**src/rtl/core/bbm_pkg.sv**
```systemverilog
package bbm_pkg;

    localparam int PIXEL_BITS  = 8;
    localparam int POS_W       = 10;
    localparam int POS_LIMIT   = 1024;
    localparam int CFG_W       = 11;
    localparam int RAD_W       = 3;
    localparam int INDEX_W     = 2;
    localparam int COLSUM_W    = 12;
    localparam int WSUM_W      = 15;

    // Exact floor division by (2r+1)^2 through a scaled reciprocal.
    localparam int RECIP_SHIFT = 24;
    localparam int RECIP_W     = 25;
    localparam int RECIP_N     = 9;
    localparam int PROD_W      = RECIP_W + WSUM_W;

    localparam int FIFO_DEPTH  = 8;
    localparam int FIFO_PTR_W  = 3;
    localparam int FIFO_CNT_W  = 4;

    localparam logic [CFG_W-1:0] RADIUS_RESET = 11'd2;
    localparam logic [CFG_W-1:0] WIDTH_RESET  = 11'd640;
    localparam logic [CFG_W-1:0] HEIGHT_RESET = 11'd480;

    typedef enum logic [INDEX_W-1:0] {
        REG_RADIUS       = 2'd0,
        REG_FRAME_WIDTH  = 2'd1,
        REG_FRAME_HEIGHT = 2'd2
    } reg_index_t;

    // ceil(2^24 / (2r+1)^2) for r = 0 .. 8.
    localparam logic [RECIP_W-1:0] RECIP [RECIP_N] = '{
        25'd16777216, 25'd1864136, 25'd671089, 25'd342393, 25'd207127,
        25'd138655,   25'd99274,   25'd74566,  25'd58053
    };

    typedef struct packed {
        logic [RAD_W-1:0] radius;
        logic [CFG_W-1:0] frame_width;
        logic [CFG_W-1:0] frame_height;
    } cfg_t;

    typedef struct packed {
        logic             emit;
        logic             frame_end;
        logic [RAD_W-1:0] radius;
        logic [POS_W-1:0] row;
        logic [POS_W-1:0] col;
    } tag_t;

    typedef struct packed {
        logic [PIXEL_BITS-1:0] mean_value;
        logic [POS_W-1:0]      out_row;
        logic [POS_W-1:0]      out_col;
        logic                  frame_end;
    } result_t;

endpackage

```
**src/rtl/core/bbm_window.sv**
```systemverilog
module bbm_window #(
    parameter int MAX_RADIUS = 4
) (
    input  logic                         clk,
    input  logic                         rst_n,
    input  logic                         cs_valid,
    input  logic [bbm_pkg::COLSUM_W-1:0] colsum,
    input  bbm_pkg::tag_t                cs_tag,
    output logic                         done,
    output logic                         emit,
    output bbm_pkg::result_t             res
);

    localparam int NSLOT = 2 * MAX_RADIUS + 1;

    logic [bbm_pkg::COLSUM_W-1:0] recent_reg [NSLOT];

    logic          s2_valid_reg;
    bbm_pkg::tag_t s2_tag_reg;
    logic          s3_valid_reg;
    bbm_pkg::tag_t s3_tag_reg;
    logic [bbm_pkg::WSUM_W-1:0] s3_ws_reg;
    logic          s4_valid_reg;
    bbm_pkg::tag_t s4_tag_reg;
    logic [bbm_pkg::PROD_W-1:0] s4_prod_reg;

    logic [bbm_pkg::WSUM_W-1:0]  ws;
    logic [bbm_pkg::RAD_W:0]     side;
    logic [bbm_pkg::RECIP_W-1:0] recip;
    logic [bbm_pkg::PROD_W-1:0]  prod_next;

    always_ff @(posedge clk)
    begin
        if (cs_valid)
        begin
            recent_reg[0] <= colsum;
            for (int i = 1; i < NSLOT; i++)
            begin
                recent_reg[i] <= recent_reg[i-1];
            end
        end
    end

    // Sum of the newest 2r+1 column sums.
    always_comb
    begin
        side = {s2_tag_reg.radius, 1'b1};
        ws   = '0;
        for (int i = 0; i < NSLOT; i++)
        begin
            if (i < int'(side))
            begin
                ws = ws + bbm_pkg::WSUM_W'(recent_reg[i]);
            end
        end
    end

    assign recip     = bbm_pkg::RECIP[{1'b0, s3_tag_reg.radius}];
    assign prod_next = bbm_pkg::PROD_W'(s3_ws_reg) * bbm_pkg::PROD_W'(recip);

    always_ff @(posedge clk or negedge rst_n)
    begin
        if (!rst_n)
        begin
            s2_valid_reg <= 1'b0;
            s3_valid_reg <= 1'b0;
            s4_valid_reg <= 1'b0;
        end
        else
        begin
            s2_valid_reg <= cs_valid;
            s3_valid_reg <= s2_valid_reg;
            s4_valid_reg <= s3_valid_reg;
        end
    end

    always_ff @(posedge clk)
    begin
        s2_tag_reg  <= cs_tag;
        s3_tag_reg  <= s2_tag_reg;
        s3_ws_reg   <= ws;
        s4_tag_reg  <= s3_tag_reg;
        s4_prod_reg <= prod_next;
    end

    assign done           = s4_valid_reg;
    assign emit           = s4_tag_reg.emit;
    assign res.mean_value = s4_prod_reg[bbm_pkg::RECIP_SHIFT +: bbm_pkg::PIXEL_BITS];
    assign res.out_row    = s4_tag_reg.row;
    assign res.out_col    = s4_tag_reg.col;
    assign res.frame_end  = s4_tag_reg.frame_end;

endmodule

```
**config.mk**
```make
export PLATFORM = sky130hd
export DESIGN_NAME = bbm_window
export DESIGN_NICKNAME = d
export VERILOG_FILES = /design/src/rtl/core/bbm_pkg.sv /design/src/rtl/core/bbm_window.sv
export SDC_FILE = /design/constraint.sdc
export NUM_CORES = 1
export LEC_CHECK = 0
export ABC_AREA = 1
export BUFFER_PORTS_ARGS = -buffer_cell sky130_fd_sc_hd__buf_2
export CORE_MARGIN = 8
export CORE_UTILIZATION = 32
export CTS_CLUSTER_DIAMETER = 50
export DETAILED_ROUTE_END_ITERATION = 7
export PLACE_DENSITY = 0.53
export SETUP_SLACK_MARGIN = 0.4
export SYNTH_ARGS = -nofsm -noshare
export SYNTH_HDL_FRONTEND = slang
export SYNTH_SLANG_ARGS = --single-unit
export TNS_END_PERCENT = 1
```
**constraint.sdc**
```tcl
create_clock -name clk -period 10.9 [get_ports clk]
set_input_delay 1.09 -clock clk [delete_from_list [all_inputs] [get_ports clk]]
set_output_delay 1.09 -clock clk [all_outputs]
set_load 0.005 [all_outputs]
```
==> results.md <==
* Most used DFF post-synth: edfxtp_1
* Count of distinct cell types in the synthesized netlist at 56
* Critical path fanouts, max at 33
* Die X-Extent at 267 um
* Count of standard-cell rows at 92
* Fin worst setup slack at 1.32 ns
* Count of boundary I/O pins at 71
* Buffers and inverters on the worst path at 11
* Synthesis-to-layout area growth at 11.5%
* Hold WC Path Type: in -> async
* Cell area after placement at 21400 um^2
* Required time of the critical path at 11.38 ns
* Fillers at 6385
* Number of buffers inserted for hold repair after clock tree synthesis at 0
* Pin count of the biggest net entering global routing at 58
* Initial cell density of the core at 32.1%
* Number of buffers created by CTS at 29
* Worst slack at placement at 1.18 ns
* Drt via density at 4.67
* Critical path type: reg -> reg
* Count of flip-flops with a built-in enable after synthesis at 108
* Remaining global-route overflow at 0
* GRT Resource Usage Total at 14.5%
* Maximum single-stage delay on the critical path at 0.38 ns
* Final wirelength at 50600 um
* Data arrival time of the worst path at 10.06 ns
* Clock tree from TritonCTS: done
* Top delay family on crit path: compound AO/OA/AOI/OAI gates
* Register bit total from synthesis at 206
* Sinks on the clock net at 206
* Synthesized cell area at 20100 um^2
* Half-perimeter wire length after detailed placement at 41100 um
* Result of the run: complete, no violations
* Flop2flop setup slack at 1.32 ns
* Placer Congestion at 0.902
* Cell accounting for the most synthesized area: fa_1
* DIE AREA at 71000 um^2
* Total Nets Final at 2830
* Startpoint of the most critical setup path: s2_tag_reg[22]$_DFF_P_
* Final critical-path share of the clock period at 87.9%
* Min Hold Slack at 0.296 ns
* Max_cap viols at 0
* Layout Skew at 0.0111 ns
* Total iterations of the first detailed-routing run at 6
* Vias in the first global route at 16100
* Average detailed-routed wire length per instance at 15.7 um
* Max-slew violation count at 0
* Register clock-pin slew on the reported worst setup and hold paths at 0.06 ns
* Via total after detailed routing at 15100
* Max clock buf depth at 3
* Total negative slack at 0 ns
* Actual transition at the worst max-transition pin at 1.19 ns
* Fraction of the yosys area taken by sequential cells at 26.0%
* Flip-flop count of the largest register after layout at 108
* Remaining design rule violation count at 0
* Setup repair after global routing missed its margin: no
* Post-synthesis async set-or-reset flop share at 1.46%
* Crit. End Element: register
* Global-route wire length before repair at 83300 um
* Initial drt markers at 841
* Top cell type's share of synthesized area at 25.2%
* Number of H-tree levels at 1
* Max_slew headroom at 20.3%
* Syn. warnings at 0
* Synthesized area divided by synthesized cell count at 8.76 um^2
* Remaining antenna violation count after routing at 0
* Die H at 267 um
* Latest clock arrival within the worst-skew pair at 0.58 ns
* Number of standard cells after synthesis at 2291
* Number of endpoints with negative hold slack in the final report at 0
* Cell types with the largest area share after synthesis: fa_1 25%, edfxtp_1 16%, ha_1 11%, dfxtp_1 9.5%, inv_1 8.1%
* Final instance area at 22400 um^2
* Number of nets produced by synthesis at 2764
* Most numerous cell on the critical path: nand2_1
* Antenna diode count at 0
* Startpoint class of the critical path: register
* CTS root buf: clkbuf_16
* Clock period minus worst slack at 9.58 ns
* Critical R2R Launch: s2_tag_reg[22]$_DFF_P_
* Number of antenna violations at the first check in global routing at 0
* Number of buffers added on ports at 70
* Fraction of final layout cells sized beyond drive strength 1 at 9.16%
* Slowest CP cell: ha_1
* Fmax at 104 MHz
* Total of endpoints with negative setup slack in the final report at 0
* Std-Cell Core Area at 62500 um^2
[repair_timing]
item,4_1_cts,5_1_grt
endpoints found under the setup margin,0,4
buffers inserted,0,0
resized for setup,0,5
[stage by stage]
| step | std cells | utilization (%) |
|---|---|---|
| 6_report | 3226 | 35.8 |
| 2_1_floorplan | 2291 | - |
| 4_1_cts | 3225 | 35.8 |
| 3_5_place_dp | 3171 | 34.2 |
| 3_3_place_gp | 3171 | 34.2 |
| 5_1_grt | 3226 | 35.8 |
[cell families (layout without fill, tap and decap cells)]
kind of cell / after synthesis / count (layout) / synth area share, %
compound gates: 293 / 293 / 8.25
xor+xnor: 77 / 77 / 3.36
fa+ha+maj: 433 / 433 / 36.4
buf+inv: 501 / 589 / 9.48
flops: 206 / 206 / 26.0
mux: 1 / 1 / 0.0498
simple gates: 780 / 781 / 16.4
[cell usage after synthesis, drive strengths merged, types with 4 or more instances]
cell type / instances
o21ai: 55
a21oi: 168
buf: 7
or2: 20
xor2: 53
ha: 180
a21boi: 4
o21bai: 14
fa: 253
clkbuf: 45
a31oi: 17
nand3: 59
o21a: 11
dfxtp: 95
xnor2: 24
nor2: 242
inv: 446
a21o: 6
o211ai: 5
nor3: 14
nand4: 11
nand2: 428
edfxtp: 108
[layout make-up]
type	instances	area (um^2)	area share, %
clock buffers	38	821	3.67
well taps	846	1060	4.73
multi-input cells	1585	13000	58.0
clock inverters	16	150	0.671
inverters	449	1690	7.55
flip-flops and latches	206	5220	23.3
repair buffers	86	473	2.11
[path summary, 6_finish.rpt]
path	endpoint	cells past startpoint
min	done$_DFF_PN0_	1
max reg2reg	s3_ws_reg[14]$_DFF_P_	59
max in group asynchronous	s2_valid_reg$_DFF_PN0_	1
min in group clk	emit$_DFF_P_	0
min reg2reg	emit$_DFF_P_	0
max	s3_ws_reg[14]$_DFF_P_	59
[cells in the final DEF (no fill, tap or decap), types with 13 or more instances in the layout]
master     count
dfxtp_1       95
edfxtp_1     108
a21oi_1      163
ha_1         180
clkbuf_16     30
xor2_1        53
nor2_1       231
buf_2         69
a31oi_1       17
buf_4         17
fa_1         253
o21ai_0       49
nand2_1      412
nor3_1        13
or2_2         19
inv_1        434
o21bai_1      13
nand3_1       48
xnor2_1       24
[per-layer routing]
metal  track usage [%]  share of wire (%)
met1              19.2                 45
met2              23.8                 45
met3              2.96                6.5
met4              4.12                2.6
met5                 0                  0
Power is left out: the tool's default activity adds up to more than one toggle a clock period on the data nets, which glitch-free logic cannot reach.
