--- config.mk ---
export PLATFORM = sky130hd
export DESIGN_NAME = bbm_fifo
export DESIGN_NICKNAME = d
export VERILOG_FILES = /design/src/rtl/core/bbm_pkg.sv /design/src/rtl/core/bbm_fifo.sv
export SDC_FILE = /design/constraint.sdc
export NUM_CORES = 1
export LEC_CHECK = 0
export BUFFER_PORTS_ARGS = -buffer_cell sky130_fd_sc_hd__buf_2
export CORE_MARGIN = 5
export CORE_UTILIZATION = 54
export CTS_CLUSTER_DIAMETER = 50
export DETAILED_ROUTE_END_ITERATION = 10
export PLACE_DENSITY_LB_ADDON = 0.12
export SLEW_MARGIN = 10
export SYNTH_ARGS = -nofsm -noshare
export SYNTH_HDL_FRONTEND = slang
export SYNTH_SLANG_ARGS = --single-unit
--- constraint.sdc ---
create_clock -name clk -period 3.2 [get_ports clk]
set_input_delay 0.32 -clock clk [delete_from_list [all_inputs] [get_ports clk]]
set_output_delay 0.32 -clock clk [all_outputs]
set_load 0.01 [all_outputs]
--- src/rtl/core/bbm_pkg.sv ---
package bbm_pkg;

    localparam int PIXEL_BITS  = 8;
    localparam int POS_W       = 10;
    localparam int POS_LIMIT   = 1024;
    localparam int CFG_W       = 11;
    localparam int RAD_W       = 3;
    localparam int INDEX_W     = 2;
    localparam int COLSUM_W    = 12;
    localparam int WSUM_W      = 15;

    // Exact floor division by (2r+1)^2 through a scaled reciprocal.
    localparam int RECIP_SHIFT = 24;
    localparam int RECIP_W     = 25;
    localparam int RECIP_N     = 9;
    localparam int PROD_W      = RECIP_W + WSUM_W;

    localparam int FIFO_DEPTH  = 8;
    localparam int FIFO_PTR_W  = 3;
    localparam int FIFO_CNT_W  = 4;

    localparam logic [CFG_W-1:0] RADIUS_RESET = 11'd2;
    localparam logic [CFG_W-1:0] WIDTH_RESET  = 11'd640;
    localparam logic [CFG_W-1:0] HEIGHT_RESET = 11'd480;

    typedef enum logic [INDEX_W-1:0] {
        REG_RADIUS       = 2'd0,
        REG_FRAME_WIDTH  = 2'd1,
        REG_FRAME_HEIGHT = 2'd2
    } reg_index_t;

    // ceil(2^24 / (2r+1)^2) for r = 0 .. 8.
    localparam logic [RECIP_W-1:0] RECIP [RECIP_N] = '{
        25'd16777216, 25'd1864136, 25'd671089, 25'd342393, 25'd207127,
        25'd138655,   25'd99274,   25'd74566,  25'd58053
    };

    typedef struct packed {
        logic [RAD_W-1:0] radius;
        logic [CFG_W-1:0] frame_width;
        logic [CFG_W-1:0] frame_height;
    } cfg_t;

    typedef struct packed {
        logic             emit;
        logic             frame_end;
        logic [RAD_W-1:0] radius;
        logic [POS_W-1:0] row;
        logic [POS_W-1:0] col;
    } tag_t;

    typedef struct packed {
        logic [PIXEL_BITS-1:0] mean_value;
        logic [POS_W-1:0]      out_row;
        logic [POS_W-1:0]      out_col;
        logic                  frame_end;
    } result_t;

endpackage

--- src/rtl/core/bbm_fifo.sv ---
module bbm_fifo (
    input  logic             clk,
    input  logic             rst_n,
    input  logic             push,
    input  bbm_pkg::result_t push_data,
    input  logic             pop,
    output logic             not_empty,
    output bbm_pkg::result_t head
);

    bbm_pkg::result_t mem [bbm_pkg::FIFO_DEPTH];

    logic [bbm_pkg::FIFO_PTR_W-1:0] wr_ptr_reg;
    logic [bbm_pkg::FIFO_PTR_W-1:0] rd_ptr_reg;
    logic [bbm_pkg::FIFO_CNT_W-1:0] count_reg;
    logic [bbm_pkg::FIFO_CNT_W-1:0] count_next;

    always_comb
    begin
        count_next = count_reg;
        if (push && !pop)
        begin
            count_next = count_reg + bbm_pkg::FIFO_CNT_W'(1);
        end
        else if (pop && !push)
        begin
            count_next = count_reg - bbm_pkg::FIFO_CNT_W'(1);
        end
    end

    always_ff @(posedge clk or negedge rst_n)
    begin
        if (!rst_n)
        begin
            wr_ptr_reg <= '0;
            rd_ptr_reg <= '0;
            count_reg  <= '0;
        end
        else
        begin
            count_reg <= count_next;
            if (push)
            begin
                wr_ptr_reg <= wr_ptr_reg + bbm_pkg::FIFO_PTR_W'(1);
            end
            if (pop)
            begin
                rd_ptr_reg <= rd_ptr_reg + bbm_pkg::FIFO_PTR_W'(1);
            end
        end
    end

    always_ff @(posedge clk)
    begin
        if (push)
        begin
            mem[wr_ptr_reg] <= push_data;
        end
    end

    assign not_empty = (count_reg != '0);
    assign head      = mem[rd_ptr_reg];

endmodule

==> metrics.md, run 1 <==
| Metric | Value |
|---|---|
| IO Count | `between 60 and 70` |
| Placer congestion estimate | `a little under 0.7` |
| Type of the worst min-delay path | `in -> reg` |
| DPL Wire Length | `about 9800 um` |
| Largest family of logic cells by synthesized area | `multiplexers` |
| P per Cell Area | `around 930 nW/um^2` |
| Outcome | `complete, no violations` |
| H-tree depth | `1` |
| Synthesized cell area | `roughly 9300 um^2` |
| Starting Density | `approximately 55%` |
| Ranking of synthesized cells by area | `edfxtp_1 75%, mux4_2 14%, dfrtp_1 2.7%` |
| Syn_area_per_cell | `between 20 and 25 um^2` |
| Peak supply drop | `just over 500 uV` |
| Seq cells post-synth | `242` |
| Number of synthesized flops with an enable pin | `~230` |
| Synth Flop Type | `edfxtp_1` |
| Timing endpoint of the critical path | `head[24]` |
| CTS Buffer Depth | `3` |
| DR WL/cell | `between 20 and 25 um` |
| Die Y | `141.6 um` |
| Count leader, synth | `edfxtp_1` |
| Aggregate negative setup slack | `0 ns` |
| PortBufs | `62` |
| Worst slew margin | `a little over half` |
| Fin. max-slew vios | `0` |
| Syn_nets | `roughly 430` |
| Clock Latency Late Sink | `approximately 0.51 ns` |
| Vias in the first global route | `about 4500` |
| Synth Area in XOR/XNOR | `less than 1%` |
| Crit path capture type | `primary output` |
| TritonCTS buffer count | `26` |
| CTS tree | `done` |
| Max Cap Viol | `0` |
| YS warnings | `0` |
| Leak Pwr | `approximately 3.7 nW` |
| Worst path cell trace | `buf_12 -> mux4_2 -> mux2_2 -> buf_2` |
| # setup viols final | `0` |
| Clk pwr share | `between 20 and 30%` |
| Resized cells post-CTS | `0` |
| Net Sw Power | `between 0.002 and 0.003 W` |
| Fraction of registers with async set/reset | `under 10%` |
| Largest register FFs | `about 230` |
| Sw Ratio | `between 20% and 30%` |
| Vias | `around 4200` |
| CP Launch Point | `rd_ptr_reg[0]` |
| Combinational power share | `around 28%` |
| Finished Cell Area | `10960 um^2` |
| Gr ovfl total | `0` |
| Rows | `48` |
| DRC viols | `0` |
| Synth top area share | `between 70% and 80%` |
| Die W | `between 100 and 150 um` |
| # nets final | `about 520` |
| CP Data Required Time | `approximately 2.9 ns` |
| First-pass GRT wire length | `around 26000 um` |
| Tmin final | `between 2 and 3 ns` |
| DP Area | `between 10000 and 15000 um^2` |
| RSZ-0062 raised after global routing | `no` |
| Clock slew at reported path FFs | `around 0.060 ns` |
| Vias per Instance | `~5.7` |
| Mux share of post-synthesis cell area | `between 10% and 20%` |
| Final hold vios | `0` |
| Sequential power share | `between 40% and 50%` |
| FILL cells | `around 1200` |
| # diodes | `0` |
| Tightest Pin Transition | `~0.68 ns` |
| Largest net degree at the start of global routing | `31` |
| Worst-path fanout max | `22` |
| Post-synth top area cell | `edfxtp_1` |
| Internal power | `0.007421 W` |
| Slowest stage delay, CP | `0.73 ns` |
| Num Clock Sinks | `approximately 240` |
| Complex-gate fraction of the synthesized area | `less than 1%` |
| Register area share after synthesis | `77.21%` |
| DR pass1 iterations | `4` |
| Period utilization | `around 90%` |
| Synth-to-layout area growth | `17.28%` |
| Clk_skew | `around 0.013 ns` |
| Initial antenna violation count | `1` |
| Synth Area in Adders | `less than 1%` |
| Top cells by count, synth | `232 x edfxtp_1, 58 x mux4_2, 22 x mux2_2` |
| Critical Path AT | `around 2.5 ns` |
| WS Path Type | `reg -> out` |
| Reg2reg setup slack | `~1.3 ns` |
| Fraction of layout cells with a size suffix above 1 | `43.23%` |
| Slowest stage cell, crit path | `dfrtp_4` |
| Simple-gate share of the synthesized area | `approximately 1.3%` |
| Root buf cell | `clkbuf_16` |
| Core area | `around 17000 um^2` |
| Wirelength, routed | `approximately 17000 um` |
| Cell variety after synth | `27` |
| Total global-route track usage | `17.37%` |
| Worst r2r src | `wr_ptr_reg[2]` |
| Max Clk Rate | `~350 MHz` |
| Post-synthesis cell count | `slightly below 400` |
| CP startpoint kind | `flop` |
| Detailed router's first-iteration violation count | `about 280` |
| R2R depth | `3` |
| Design Power | `around 0.010 W` |
| Reg-to-reg endpoint | `mem[3][8]` |
| Die area | `between 20000 and 25000 um^2` |
| Post-CTS Setup Bufs | `0` |
| Antenna-violating nets left | `0` |
==> stage by stage <==
stage          util, %  hold slack, ns  std cells  setup WS (ns)
6_report         64.05         0.06662        727         0.3729
5_1_grt          64.05         0.06160        727         0.2035
4_1_cts          64.05         0.04685        727         0.2991
3_5_place_dp     58.94          0.2095        681         0.8532
3_3_place_gp     58.94          0.2001        681         0.8558
2_1_floorplan        -         0.02441        395         0.1700
==> layout by cell type, fill, tap and decap left out, types with 7 or more instances in the layout <==
| cell type | n |
|---|---|
| clkbuf_16 | 27 |
| edfxtp_1 | 232 |
| buf_4 | 11 |
| buf_2 | 62 |
| mux4_2 | 58 |
| dfrtp_1 | 7 |
| mux2_4 | 10 |
| mux2_2 | 22 |
==> layer usage <==
metal | GRT usage, % | vias to the layer above | share of wire [%]
met2 | 28.56 | 82 | 50
met1 | 24.87 | 2205 | 45
met4 | 4.141 | 2 | 1.5
met3 | 2.899 | 20 | 4.3
met5 | 0 | - | 0.071
li1 | - | 1852 | -
==> final cells by class <==
| class | instances | area, um^2 | area share, % |
|---|---|---|---|
| clock buffer | 29 | 683.2 | 6.231 |
| clock inverter | 16 | 181.4 | 1.655 |
| inverter | 2 | 7.507 | 0.06848 |
| multi-input combinational | 133 | 2063 | 18.82 |
| sequential | 242 | 7223 | 65.89 |
| tap | 225 | 281.5 | 2.568 |
| timing repair buffer | 80 | 523.0 | 4.771 |
==> how the worst min path moves through the flow <==
stage | startpoint | endpoint | cells past startpoint
4_1_cts | pop | rd_ptr_reg[0] | 2
3_3_place_gp | rst_n | count_reg[0] | 1
2_1_floorplan | rst_n | count_reg[0] | 0
6_report | pop | rd_ptr_reg[0] | 2
5_1_grt | pop | rd_ptr_reg[0] | 2
3_5_place_dp | rst_n | count_reg[0] | 1
==> power groups by stage <==
stage,logic (W),clock network [W],registers [W]
after CTS,0.00299,0.00304,0.00436
final,0.00292,0.00299,0.00434
after floorplan,0.00220,0,0.00418
after detailed placement,0.00298,0,0.00442
after global placement,0.00294,0,0.00439
after global routing,0.00315,0.00319,0.00441
==> critical path: cells and delay by family, from the launching register on <==
family	cells	cell delay (ns)
muxes	2	0.82
DFF	1	0.73
buffers and inverters	2	0.43
==> kinds of logic (layout without fill, tap and decap cells) <==
kind of cell,count (synthesis),after routing
buffers and inverters,20,127
and+or+nand+nor,24,24
muxes,91,91
adders and majority gates,6,6
xor gates and xnor gates,6,6
AOI/OAI and AO/OA,6,6
DFF,242,242
==> timing repair <==
action,CTS,global route
setup endpoints to repair,0,0
hold buffers,1,0
endpoints found under the hold margin,10,0
Power figures use the tool's default switching activity.
==> inputs of run 2 (changes only) <==
ABC_AREA = 1   (was default)
==> run 2 against run 1 <==
Die area grew 5.2%. Sequential power down 6.2%. Sequential cell count unchanged.
==> metrics.md, run 2 <==
| Metric | Value |
|---|---|
| Top cells by count, synth | `346 x nand2_1, 232 x edfxtp_1, 69 x nor2_1, 69 x o21ai_0, 50 x o21ai_1 (was 232 x edfxtp_1, 58 x mux4_2, 22 x mux2_2)` |
| Syn_nets | `888 (was 434)` |
| Leak Pwr | `4.308 nW (was 3.663 nW)` |
| Synth top area share | `70.56% (was 74.53%)` |
| Count leader, synth | `nand2_1 (was edfxtp_1)` |
| Critical Path AT | `2.60 ns (was 2.51 ns)` |
| Wirelength, routed | `20500 um (was 16940 um)` |
| Final hold vios | `0 (unchanged)` |
| Vias per Instance | `5.324 (was 5.724)` |
| Outcome | `complete, no violations (unchanged)` |
| Post-synthesis cell count | `849 (was 395)` |
| Number of synthesized flops with an enable pin | `232 (unchanged)` |
| DRC viols | `0 (unchanged)` |
| Post-synth top area cell | `edfxtp_1 (unchanged)` |
| P per Cell Area | `914.7 nW/um^2 (was 934.5 nW/um^2)` |
| IO Count | `63 (unchanged)` |
| Gr ovfl total | `0 (unchanged)` |
| WS Path Type | `reg -> out (unchanged)` |
| Most common cell after layout, fill and taps aside | `nand2_1 (was edfxtp_1)` |
| First-pass GRT wire length | `32400 um (was 26280 um)` |
| Die Y | `145.2 um (was 141.6 um)` |
| Placed Cells | `1111 (was 681)` |
| Fraction of registers with async set/reset | `4.132% (unchanged)` |
| # setup viols final | `0 (unchanged)` |
| Num Clock Sinks | `242 (unchanged)` |
| Tmin final | `2.919 ns (was 2.827 ns)` |
| Synth Flop Type | `edfxtp_1 (unchanged)` |
| Synth-to-layout area growth | `13.84% (was 17.28%)` |
| Aggregate negative setup slack | `0 ns (unchanged)` |
| Die area | `21090 um^2 (was 20040 um^2)` |
| DR WL/cell | `17.69 um (was 23.30 um)` |
| Core area | `17960 um^2 (was 17120 um^2)` |
| # nets final | `950 (was 524)` |
| Cell variety after synth | `21 (was 27)` |
| Clock Latency Late Sink | `0.52 ns (was 0.51 ns)` |
| DPL Wire Length | `11030 um (was 9762 um)` |
| Root buf cell | `clkbuf_16 (unchanged)` |
| Seq cells post-synth | `242 (unchanged)` |
| CP Data Required Time | `2.88 ns (about the same)` |
| Worst-path fanout max | `59 (was 22)` |
| PortBufs | `62 (unchanged)` |
| Tightest Pin Transition | `0.7660 ns (was 0.6783 ns)` |
| CTS Buffer Depth | `3 (unchanged)` |
| Vias in the first global route | `6027 (was 4503)` |
| Fin. max-slew vios | `0 (unchanged)` |
| Vias | `6170 (was 4161)` |
| Rows | `49 (was 48)` |
| Placer congestion estimate | `0.7112 (was 0.6873)` |
| Period utilization | `91.21% (was 88.35%)` |
| Largest register FFs | `232 (unchanged)` |
| Crit path capture type | `primary output (unchanged)` |
| Clk_skew | `0.01248 ns (was 0.01273 ns)` |
| H-tree depth | `1 (unchanged)` |
| DR pass1 iterations | `5 (was 4)` |
| Die W | `145.2 um (was 141.6 um)` |
| CP Launch Point | `rd_ptr_reg[0] (unchanged)` |
| Ranking of synthesized cells by area | `edfxtp_1 71%, nand2_1 13%, o21ai_0 3.5% (was edfxtp_1 75%, mux4_2 14%, dfrtp_1 2.7%)` |
| Syn_area_per_cell | `11.63 um^2 (was 23.67 um^2)` |
| Hold path startpoint | `push_data[0] (was pop)` |
| CP startpoint kind | `flop (unchanged)` |
| Largest net degree at the start of global routing | `75 (was 31)` |
| RSZ-0062 raised after global routing | `no (unchanged)` |
| Synthesized cell area | `9873 um^2 (was 9348 um^2)` |
| Starting Density | `54.96% (was 54.61%)` |
| Peak supply drop | `536.3 uV (was 518.4 uV)` |
| Commonest cells after routing, fill and taps aside | `346 x nand2_1, 232 x edfxtp_1, 69 x o21ai_0, 62 x buf_2, 61 x nor2_1 (was 232 x edfxtp_1, 62 x buf_2, 58 x mux4_2, 27 x clkbuf_16, 22 x mux2_2)` |
| Initial antenna violation count | `1 (unchanged)` |
| Type of the worst min-delay path | `in -> reg (unchanged)` |
| Max Clk Rate | `342.6 MHz (was 353.7 MHz)` |
| CTS tree | `done (unchanged)` |
| Register area share after synthesis | `73.10% (was 77.21%)` |
| # diodes | `0 (unchanged)` |
| Antenna-violating nets left | `0 (unchanged)` |
| Worst slew margin | `48.93% (was 54.67%)` |
| Max Cap Viol | `0 (unchanged)` |
| Clock slew at reported path FFs | `0.06 ns (about the same)` |
| Final Core Density | `62.57% (was 64.05%)` |
| Detailed router's first-iteration violation count | `402 (was 278)` |
| YS warnings | `0 (unchanged)` |
| Post-CTS Setup Bufs | `0 (unchanged)` |
| Worst r2r src | `wr_ptr_reg[0] (was wr_ptr_reg[2])` |
| Total global-route track usage | `19.14% (was 17.37%)` |
| Fraction of layout cells with a size suffix above 1 | `13.98% (was 43.23%)` |
| Cell Count, Final, Fillers Out | `1159 (was 727)` |
| TritonCTS buffer count | `26 (unchanged)` |
## run 2: critical path, stage by stage (launching register included)
cell	delay, ns
dfrtp_4	0.70
inv_6	0.44
buf_4	0.34
nand2_1	0.08
nand2_1	0.06
nand2_1	0.05
o21ai_1	0.11
nand2_1	0.07
nand2_1	0.09
buf_2	0.13
## run 2: kinds of logic after synthesis
family,synth area share (%)
AND/OR/NAND/NOR,16.01
flip-flops,73.10
AO/OA/AOI/OAI,6.083
buffers and inverters,3.536
adder cells (fa/ha/maj),0.8364
XOR/XNOR,0.4436
## run 2: final timing paths
path                       cells after the start             to  slack [ns]
max                                            9       head[18]        0.28
min in group asynchronous                      2  wr_ptr_reg[1]        0.20
min                                            1      mem[7][0]        0.07
min reg2reg                                    2   count_reg[2]        0.53
max in group asynchronous                      2  rd_ptr_reg[0]        2.76
max reg2reg                                    3     mem[6][15]        1.23
## run 2: repair_timing
action / CTS / global route
endpoints found under the setup margin: 0 / 9
hold endpoints to repair: 10 / 0
hold buffers: 1 / 0
resized for setup: 0 / 1
## run 2: routing by layer
metal	up-vias	track usage (%)	wire length, um
met4	2	5.224	386
met2	147	33.23	10320
met3	30	2.588	947
li1	3015	-	-
met5	-	0	7
met1	2976	25.59	8842
## run 2: report_power, final
part / total [W] / internal, W / switching, W / leakage (nW)
Combinational: 0.00332 / 0.00104 / 0.00227 / 1.69
Clock: 0.00290 / 0.00172 / 0.00118 / 0.396
Sequential: 0.00407 / 0.00386 / 0.000206 / 2.23
Total: 0.0103 / 0.00662 / 0.00366 / 4.31
## run 2: metrics by stage
stage	power [W]	setup slack (ns)	hold WS (ns)	area, um^2
finish	0.01028	0.2813	0.06986	11240
floorplan	0.006466	0.8197	0.02441	9873
detailed placement	0.007478	0.7060	0.2067	10380
global route	0.01096	0.06486	0.06510	11240
global placement	0.007382	0.7554	0.1996	10380
CTS	0.01039	0.1326	0.04928	11240
## run 2: cell type report
| class | count | area (um^2) |
|---|---|---|
| Clock buffer | 31 | 690.7 |
| Clock inverter | 16 | 155.1 |
| Fill cell | 1408 | 6724 |
| Inverter | 13 | 56.30 |
| Multi-Input combinational cell | 550 | 2367 |
| Sequential cell | 242 | 7222 |
| Tap cell | 229 | 286.5 |
| Timing Repair Buffer | 78 | 461.7 |
==> inputs of run 3 (changes only) <==
PLACE_DENSITY = 0.76   (was default)
PLACE_DENSITY_LB_ADDON = default   (was 0.12)
==> run 3 against run 2 <==
Design area hardly changed. Critical path type unchanged. Largest power group unchanged. Fmax is 9.0% higher. Routed wire length is 2.0% lower. First-iteration DRC count is 25% higher. Hold slack worse by 0.0060 ns. Combinational power is 2% higher. Via count is 1.2% higher.
==> metrics.md, run 3 (synthesized netlist as in run 2, its figures left out) <==
| Metric | Value |
|---|---|
| Gr ovfl total | `0 (unchanged)` |
| Detailed router's first-iteration violation count | `502 (was 402)` |
| # setup viols final | `0 (unchanged)` |
| Area of the multi-input gates | `2367 um^2 (unchanged)` |
| Outcome | `complete, no violations (unchanged)` |
| Total global-route track usage | `18.83% (was 19.14%)` |
| Initial antenna violation count | `2 (was 1)` |
| Critical path depth | `6 (was 9)` |
| CP Data Required Time | `2.88 ns (about the same)` |
| DRC viols | `0 (unchanged)` |
| Leak Pwr | `4.316 nW (was 4.308 nW)` |
| Timing endpoint of the critical path | `head[23] (was head[18])` |
| CTS Buffer Depth | `3 (unchanged)` |
| Vias per Instance | `5.405 (was 5.324)` |
| CP bufs+invs | `2 (was 3)` |
| DR pass1 iterations | `5 (unchanged)` |
| Worst path cell trace | `inv_4 -> o21ai_0 -> o21ai_1 -> nand2_1 -> nand2_1 -> buf_2 (was inv_6 -> buf_4 -> nand2_1 -> nand2_1 -> nand2_1 -> o21ai_1 -> nand2_1 -> nand2_1 -> buf_2)` |
| Largest register FFs | `232 (unchanged)` |
| Critical path's most frequent cell | `nand2_1 (unchanged)` |
| CP startpoint kind | `flop (unchanged)` |
| Clock slew at reported path FFs | `0.06 ns (about the same)` |
| Aggregate negative setup slack | `0 ns (unchanged)` |
| FILL cells | `1360 (was 1408)` |
| Root buf cell | `clkbuf_16 (unchanged)` |
| Total area of sequential cells | `7222 um^2 (unchanged)` |
| Worst r2r src | `wr_ptr_reg[0] (unchanged)` |
| Critical Path AT | `2.36 ns (was 2.60 ns)` |
| Wirelength, routed | `20090 um (was 20500 um)` |
| First-pass GRT wire length | `32200 um (was 32400 um)` |
| Type of the worst min-delay path | `in -> reg (unchanged)` |
| Reg-to-reg endpoint | `mem[6][19] (was mem[6][15])` |
| CP delay by family, top | `buffers and inverters (unchanged)` |
| CP Launch Point | `rd_ptr_reg[1] (was rd_ptr_reg[0])` |
| Tmin final | `2.677 ns (was 2.919 ns)` |
| IO Count | `63 (unchanged)` |
| Core area | `17960 um^2 (unchanged)` |
| H-tree depth | `1 (unchanged)` |
| Resized cells post-CTS | `0 (unchanged)` |
| Fraction of layout cells with a size suffix above 1 | `13.39% (was 13.98%)` |
| Max Clk Rate | `373.5 MHz (was 342.6 MHz)` |
| Post-CTS Setup Bufs | `0 (unchanged)` |
| Vias | `6243 (was 6170)` |
| Reg2reg setup slack | `1.29 ns (was 1.23 ns)` |
| Die W | `145.2 um (unchanged)` |
| Die area | `21090 um^2 (unchanged)` |
| Most common cell after layout, fill and taps aside | `nand2_1 (unchanged)` |
| Slowest stage cell, crit path | `dfrtp_2 (was dfrtp_4)` |
| Commonest cells after routing, fill and taps aside | `346 x nand2_1, 232 x edfxtp_1, 69 x o21ai_0, 62 x buf_2, 61 x nor2_1 (unchanged)` |
| Die Y | `145.2 um (unchanged)` |
| Tightest Pin Transition | `0.6285 ns (was 0.7660 ns)` |
| DR WL/cell | `17.39 um (was 17.69 um)` |
| WS Path Type | `reg -> out (unchanged)` |
| RSZ-0062 raised after global routing | `no (unchanged)` |
| Place WS | `1.063 ns (was 0.7060 ns)` |
| Vias in the first global route | `6072 (was 6027)` |
| Worst slew margin | `58.00% (was 48.93%)` |
| Num Clock Sinks | `242 (unchanged)` |
| Starting Density | `54.96% (unchanged)` |
| PortBufs | `62 (unchanged)` |
| Slowest stage delay, CP | `0.59 ns (was 0.70 ns)` |
| Antenna-violating nets left | `0 (unchanged)` |
| Period utilization | `83.67% (was 91.21%)` |
| # nets final | `947 (was 950)` |
| Crit path capture type | `primary output (unchanged)` |
| Fin. max-slew vios | `0 (unchanged)` |
| # diodes | `0 (unchanged)` |
| Clock Latency Late Sink | `0.50 ns (was 0.52 ns)` |
| Worst-path fanout max | `59 (unchanged)` |
| P per Cell Area | `913.6 nW/um^2 (was 914.7 nW/um^2)` |
| Worst setup margin | `0.5227 ns (was 0.2813 ns)` |
| Max Cap Viol | `0 (unchanged)` |
| Largest net degree at the start of global routing | `119 (was 75)` |
| CTS tree | `done (unchanged)` |
| Placer congestion estimate | `0.7530 (was 0.7112)` |
| TritonCTS buffer count | `24 (was 26)` |
| Synth-to-layout area growth | `13.91% (was 13.84%)` |
| Final hold vios | `0 (unchanged)` |
| Design Power | `0.01028 W (about the same)` |
| Clk_skew | `0.005764 ns (was 0.01248 ns)` |
| R2R depth | `3 (unchanged)` |
| Peak supply drop | `620.8 uV (was 536.3 uV)` |
| Rows | `49 (unchanged)` |
| DPL Wire Length | `10880 um (was 11030 um)` |
run 3: layout make-up:
type | instances | area share, %
Tap cell | 229 | 2.548
Clock inverter | 15 | 1.546
Inverter | 13 | 0.5006
Timing Repair Buffer | 77 | 4.450
Clock buffer | 29 | 5.696
Multi-Input combinational cell | 550 | 21.05
Sequential cell | 242 | 64.21
run 3: what timing repair did:
item	CTS	global route
hold endpoints to repair	10	0
hold buffers	1	0
endpoints found under the setup margin	0	0
run 3: stage by stage:
step | instances | area (um^2) | hold slack [ns] | utilization, %
after detailed placement | 1110 | 10420 | 0.1955 | 58.02
after global routing | 1155 | 11250 | 0.05651 | 62.61
after global placement | 1110 | 10420 | 0.1960 | 58.02
after CTS | 1155 | 11250 | 0.04418 | 62.61
after floorplan | 849 | 9873 | 0.02441 | -
final | 1155 | 11250 | 0.06390 | 62.61
run 3: how the worst min path moves through the flow:
stage / depth (start not counted) / endpoint / from
2_1_floorplan: 0 / count_reg[0] / rst_n
3_3_place_gp: 1 / count_reg[1] / rst_n
3_5_place_dp: 1 / count_reg[1] / rst_n
4_1_cts: 2 / rd_ptr_reg[0] / pop
5_1_grt: 2 / rd_ptr_reg[0] / pop
6_report: 2 / rd_ptr_reg[0] / pop
run 3: report_power, final:
group          internal, W  switching [W]  leakage, nW
logic              0.00108        0.00232         1.70
clock network      0.00175        0.00110        0.395
registers          0.00386       0.000165         2.23
run 3: metal layers:
metal | vias to the layer above | global-route usage [%] | wire length [um]
met5 | - | 0 | 14
met4 | 4 | 6.297 | 436
met3 | 43 | 3.087 | 1453
met2 | 210 | 30.70 | 9885
met1 | 2982 | 26.11 | 8295
li1 | 3004 | - | -
run 3: worst register-to-register path: stages (launching register included):
cell	delay (ns)
dfrtp_1	0.40
or2_2	0.41
nor2_4	0.33
buf_4	0.42
